--- config.mk ---
export PLATFORM = sky130hd
export DESIGN_NAME = smp_cell
export DESIGN_NICKNAME = d
export VERILOG_FILES = /design/src/design/smp_pkg.sv /design/src/design/smp_cell.sv
export SDC_FILE = /design/constraint.sdc
export NUM_CORES = 2
export LEC_CHECK = 0
export ABC_CLOCK_PERIOD_IN_PS = 11910
export BUFFER_PORTS_ARGS = -buffer_cell sky130_fd_sc_hd__buf_4
export CORE_UTILIZATION = 55
export CTS_BUF_LIST = sky130_fd_sc_hd__clkbuf_2
export CTS_CLUSTER_DIAMETER = 150
export CTS_CLUSTER_SIZE = 8
export DETAILED_ROUTE_END_ITERATION = 12
export PLACE_DENSITY = 0.74
export SYNTH_ARGS = -nofsm -noshare
export SYNTH_HDL_FRONTEND = slang
export SYNTH_SLANG_ARGS = --single-unit
--- constraint.sdc ---
create_clock -name i_clk -period 11.91 [get_ports i_clk]
set_input_delay 1.191 -clock i_clk [delete_from_list [all_inputs] [get_ports i_clk]]
set_output_delay 1.191 -clock i_clk [all_outputs]
set_load 0.05 [all_outputs]
--- src/design/smp_pkg.sv ---
// shared types and constants of the square matrix power block
package smp_pkg;

    localparam int DATA_W = 32;
    localparam int IDX_W  = 3;
    localparam int EXP_W  = 31;
    localparam int DIM_W  = 4;
    localparam int ADDR_W = 3;

    localparam logic [DIM_W-1:0]  DIM_RESET = 4'd8;
    localparam logic [ADDR_W-1:0] ADDR_DIM  = 3'd0;
    localparam logic              KIND_LOAD = 1'b0;
    localparam logic              KIND_POW  = 1'b1;

    // control broadcast to every cell
    typedef struct packed {
        logic             init;
        logic             sq;
        logic             use_base;
        logic [DIM_W-1:0] dim;
    } t_ctl;

    // partial sum travelling along the chain
    typedef struct packed {
        logic              vld;
        logic              last;
        logic [IDX_W-1:0]  i;
        logic [IDX_W-1:0]  j;
        logic [DATA_W-1:0] acc;
    } t_tok;

    // finished element written back into the cells
    typedef struct packed {
        logic              vld;
        logic              to_r;
        logic [IDX_W-1:0]  i;
        logic [IDX_W-1:0]  j;
        logic [DATA_W-1:0] data;
    } t_wr;

    // base element load
    typedef struct packed {
        logic              vld;
        logic [IDX_W-1:0]  row;
        logic [IDX_W-1:0]  col;
        logic [DATA_W-1:0] data;
    } t_ld;

endpackage

--- src/design/smp_cell.sv ---
// one multiply-accumulate cell of the chain, owning row and column k of the operands
module smp_cell #(
    parameter int MAX_DIM = 8,
    parameter int K       = 0
) (
    input  logic                      i_clk,
    input  logic                      i_rst_n,
    input  smp_pkg::t_ctl             i_ctl,
    input  smp_pkg::t_tok             i_tok,
    output smp_pkg::t_tok             o_tok,
    input  smp_pkg::t_wr              i_wr,
    input  smp_pkg::t_ld              i_ld,
    output logic [smp_pkg::DATA_W-1:0] o_rrow [MAX_DIM]
);
    import smp_pkg::*;

    localparam int IW = (MAX_DIM > 1) ? $clog2(MAX_DIM) : 1;
    localparam logic [IDX_W-1:0] KI = IDX_W'(K);
    localparam logic [DIM_W-1:0] KD = DIM_W'(K);

    logic [DATA_W-1:0] r_base [MAX_DIM];   // base row k
    logic [DATA_W-1:0] r_rrow [MAX_DIM];   // running product row k
    logic [DATA_W-1:0] r_rcol [MAX_DIM];   // running product column k
    logic [DATA_W-1:0] r_scol [MAX_DIM];   // square column k
    t_tok              r_tok;
    t_tok              n_tok;
    logic [DATA_W-1:0] w_a;
    logic [DATA_W-1:0] w_b;
    logic [DATA_W-1:0] w_prod;

    // operand select: square uses r*r, multiply uses s*base or s*identity
    always_comb begin
        w_a = i_ctl.sq ? r_rcol[i_tok.i[IW-1:0]] : r_scol[i_tok.i[IW-1:0]];
        if (i_ctl.sq) begin
            w_b = r_rrow[i_tok.j[IW-1:0]];
        end else if (i_ctl.use_base) begin
            w_b = r_base[i_tok.j[IW-1:0]];
        end else begin
            w_b = (i_tok.j == KI) ? DATA_W'(1) : '0;
        end
        w_prod = w_a * w_b;
        n_tok  = i_tok;
        if (KD < i_ctl.dim) begin
            n_tok.acc = i_tok.acc + w_prod;
        end
    end

    // chain stage register
    always_ff @(posedge i_clk) begin
        if (!i_rst_n) begin
            r_tok.vld <= 1'b0;
        end else begin
            r_tok <= n_tok;
        end
    end

    // base row, cleared at reset
    always_ff @(posedge i_clk) begin
        if (!i_rst_n) begin
            for (int c = 0; c < MAX_DIM; c++) begin
                r_base[c] <= '0;
            end
        end else if (i_ld.vld && i_ld.row == KI) begin
            r_base[i_ld.col[IW-1:0]] <= i_ld.data;
        end
    end

    // working products: identity load and write-back
    always_ff @(posedge i_clk) begin
        if (i_ctl.init) begin
            for (int c = 0; c < MAX_DIM; c++) begin
                r_rrow[c] <= (c == K) ? DATA_W'(1) : '0;
                r_rcol[c] <= (c == K) ? DATA_W'(1) : '0;
            end
        end else if (i_wr.vld) begin
            if (i_wr.to_r) begin
                if (i_wr.i == KI) begin
                    r_rrow[i_wr.j[IW-1:0]] <= i_wr.data;
                end
                if (i_wr.j == KI) begin
                    r_rcol[i_wr.i[IW-1:0]] <= i_wr.data;
                end
            end else if (i_wr.j == KI) begin
                r_scol[i_wr.i[IW-1:0]] <= i_wr.data;
            end
        end
    end

    assign o_tok  = r_tok;
    assign o_rrow = r_rrow;

endmodule

==> impl_metrics.json <==
{
  "status": "completed",
  "drive_gt1_share_pct": 21.6,
  "syn-num-nets": 5766,
  "numPortBuffers": 423,
  "wl_per_cell_um": 27.8,
  "synth_seq_cells": 1064,
  "worst_clock_skew_ns": 0.130,
  "setup_slack_ns": 2.58,
  "grt_pass1_wl_mm": 288,
  "peakVddDrop_uv": 291,
  "grt_util_all_layers_pct": 35.3,
  "vias_per_cell": 6.04,
  "synth_adder_area_share_pct": 16.6,
  "worstSetupEndpoint": "o_tok[28]",
  "ys_types": 71,
  "path_class": "flip-flop to flip-flop",
  "dr.pass1.iters": 5,
  "die_x_um": 338,
  "dieArea_um2": 114000,
  "synth_ff_type": "edfxtp_1",
  "cp_slowest_cell": "a21oi_2",
  "reg2reg_from": "o_rrow[194]",
  "synth_edf_count": 807,
  "cp-end-kind": "flip-flop",
  "postRouteAntennaNets": 0,
  "max_slew_margin_pct": 14.1,
  "layout-area-overhead-vs-synth_pct": 11.3,
  "cts.sinks": 1064,
  "synth_xor_area_share_pct": 1.28,
  "num_rows": 122,
  "fin_setup_tns_ns": 0,
  "cts_tree": "yes",
  "crit_fanout": 23,
  "slew_violations": 0,
  "synth_compound_area_share_pct": 4.58,
  "cpMostUsedCell": "fa_1",
  "drc_errors": 0,
  "leakage_nw": 27.2,
  "yosysTopAreaCell": "edfxtp_1",
  "cap_violations": 0,
  "ios": 424,
  "postSynthCellCount": 5076,
  "reg2reg_slack_ns": 2.58,
  "cp_num_buf_inv": 4,
  "grt_pass1_vias": 43919,
  "powerDensity_nw_per_um2": 168,
  "dp_hpwl_mm": 137,
  "setup_viol_count_final": 0,
  "vias": 43156,
  "fmax_mhz": 107,
  "fin_crit_sh_pct": 78.3,
  "worstMarginPinSlew_ns": 1.29,
  "htreeDepth": 4,
  "wirelength_mm": 199,
  "crit_start": "o_rrow[194]",
  "final_hold_viol_count": 0,
  "final_cell_mix": "edfxtp_1, nand2_1, buf_4",
  "hold_ws_ns": 0.121,
  "synth_top_family_by_area": "adder cells",
  "cp.arrival_ns": 10.58,
  "drtIter0Drc": 5079,
  "gp_congestion": 0.979,
  "synth_area_leaders": "edfxtp_1, fa_1, mux4_2",
  "min_period_ns": 9.33,
  "synth_warnings": 0,
  "overflow": 0,
  "cpPeakStageDelay_ns": 0.95,
  "synth.avg_cell_area_um2": 12.2,
  "clockBufferDepth": 3,
  "yosysTopAreaCellShare_pct": 39.0,
  "synthSimpleGateAreaFrac_pct": 13.8,
  "cts_buffers": 150,
  "antenna_found_initial": 17,
  "clkTransAtPathRegs_ns": 0.16,
  "r2r-end": "o_tok[28]",
  "fp.coreArea_um2": 111000,
  "hold_path_class": "input port to flip-flop",
  "cts_resized": 0,
  "synth_mux_area_share_pct": 10.7,
  "ys_async_sr_fraction_pct": 0,
  "rsz0062_at_grt": "false",
  "ys_seq_area_share_pct": 47.3,
  "total_power_w": 0.0116,
  "cts_root_buffer": "clkbuf_2",
  "crit_required_ns": 13.17,
  "insertion_delay_ns": 1.63,
  "reg2regPathDepth": 28,
  "worst-path-stages": 28,
  "die_h_um": 338,
  "cp_top_family": "adder cells",
  "pre_cts_ws_ns": 1.24,
  "grt_max_degree": 99,
  "layout_commonest_cell": "edfxtp_1",
  "critPathLaunchType": "flip-flop",
  "start_util_pct": 55.8,
  "syn_area_um2": 62100,
  "nets": 6237
}
cells in the mapped netlist, drive strengths merged (5+ instances only):
cell	n
a21o	16
a21oi	305
a221oi	16
a22o	19
a22oi	22
and2	520
buf	79
clkbuf	250
dfxtp	257
edfxtp	807
fa	438
ha	124
inv	503
mux2	39
mux2i	37
mux4	257
nand2	618
nand2b	134
nand3	5
nand3b	6
nor2	310
nor2b	52
nor3	13
nor3b	9
o21a	10
o21ai	54
o21bai	6
or2	44
or3	7
xnor2	67
xor2	16
layout make-up:
class | instances | area, µm²
flip-flops and latches | 1064 | 29400
multi-input cells | 3180 | 29500
diodes | 14 | 35.0
repair buffers | 648 | 5160
fillers | 8463 | 42200
clock inverters | 14 | 144
well taps | 1488 | 1860
clock buffers | 231 | 1160
inverters | 503 | 1890
stage by stage:
stage,cells,area (µm²),util (%)
after global routing,7137,69100,62.1
final,7142,69100,62.1
after floorplan,5076,62100,-
after detailed placement,6787,66800,60.0
after CTS,7128,69100,62.1
after global placement,6787,66800,60.0
state kept, by name (all words and copies together), names as in the netlist:
name and flops:
o_rrow 256, r_rcol 256, r_base 256, r_scol 256, o_tok 40
power by group:
part,switching (W),internal (W),total [W]
registers,0.0000510,0.00430,0.00435
clock network,0.00131,0.000553,0.00187
logic,0.00318,0.00225,0.00543
logic make-up after synthesis:
logic type | count (synthesis)
mux | 333
xor+xnor | 85
buf+inv | 832
simple gates | 1735
flops | 1064
fa+ha+maj | 562
compound gates | 465
worst register-to-register path: cells and delay by family (launching register included):
kind            cells  cell delay, ns
fa+ha+maj           9            4.46
compound gates     11            3.03
mux                 1            0.49
flops               1            0.45
simple gates        2            0.23
buf+inv             4            0.20
xor+xnor            1            0.14
worst min path at each step:
stage / slack [ns] / to / cells past startpoint / startpoint
5_1_grt: 0.08 / o_tok[34] / 1 / i_tok[34]
3_3_place_gp: 0.46 / o_rrow[192] / 2 / o_rrow[192]
4_1_cts: 0.02 / o_rrow[129] / 4 / i_wr[34]
3_5_place_dp: 0.46 / o_rrow[124] / 2 / o_rrow[124]
6_report: 0.12 / o_rrow[134] / 4 / i_wr[34]
2_1_floorplan: 0.68 / o_rrow[192] / 2 / o_rrow[192]
timing repair:
action / in CTS / in global routing
buffers inserted: 0 / 0
setup endpoints to repair: 0 / 0
hold buffers: 96 / 0
hold endpoints to repair: 699 / 0
layer usage:
layer / wire length, µm / global-route usage [%]
met5: 86 / 0
met4: 10600 / 17.6
met3: 27500 / 11.5
met2: 89100 / 53.7
met1: 71500 / 45.8
Note: power is estimated with default switching activity, not from simulation.
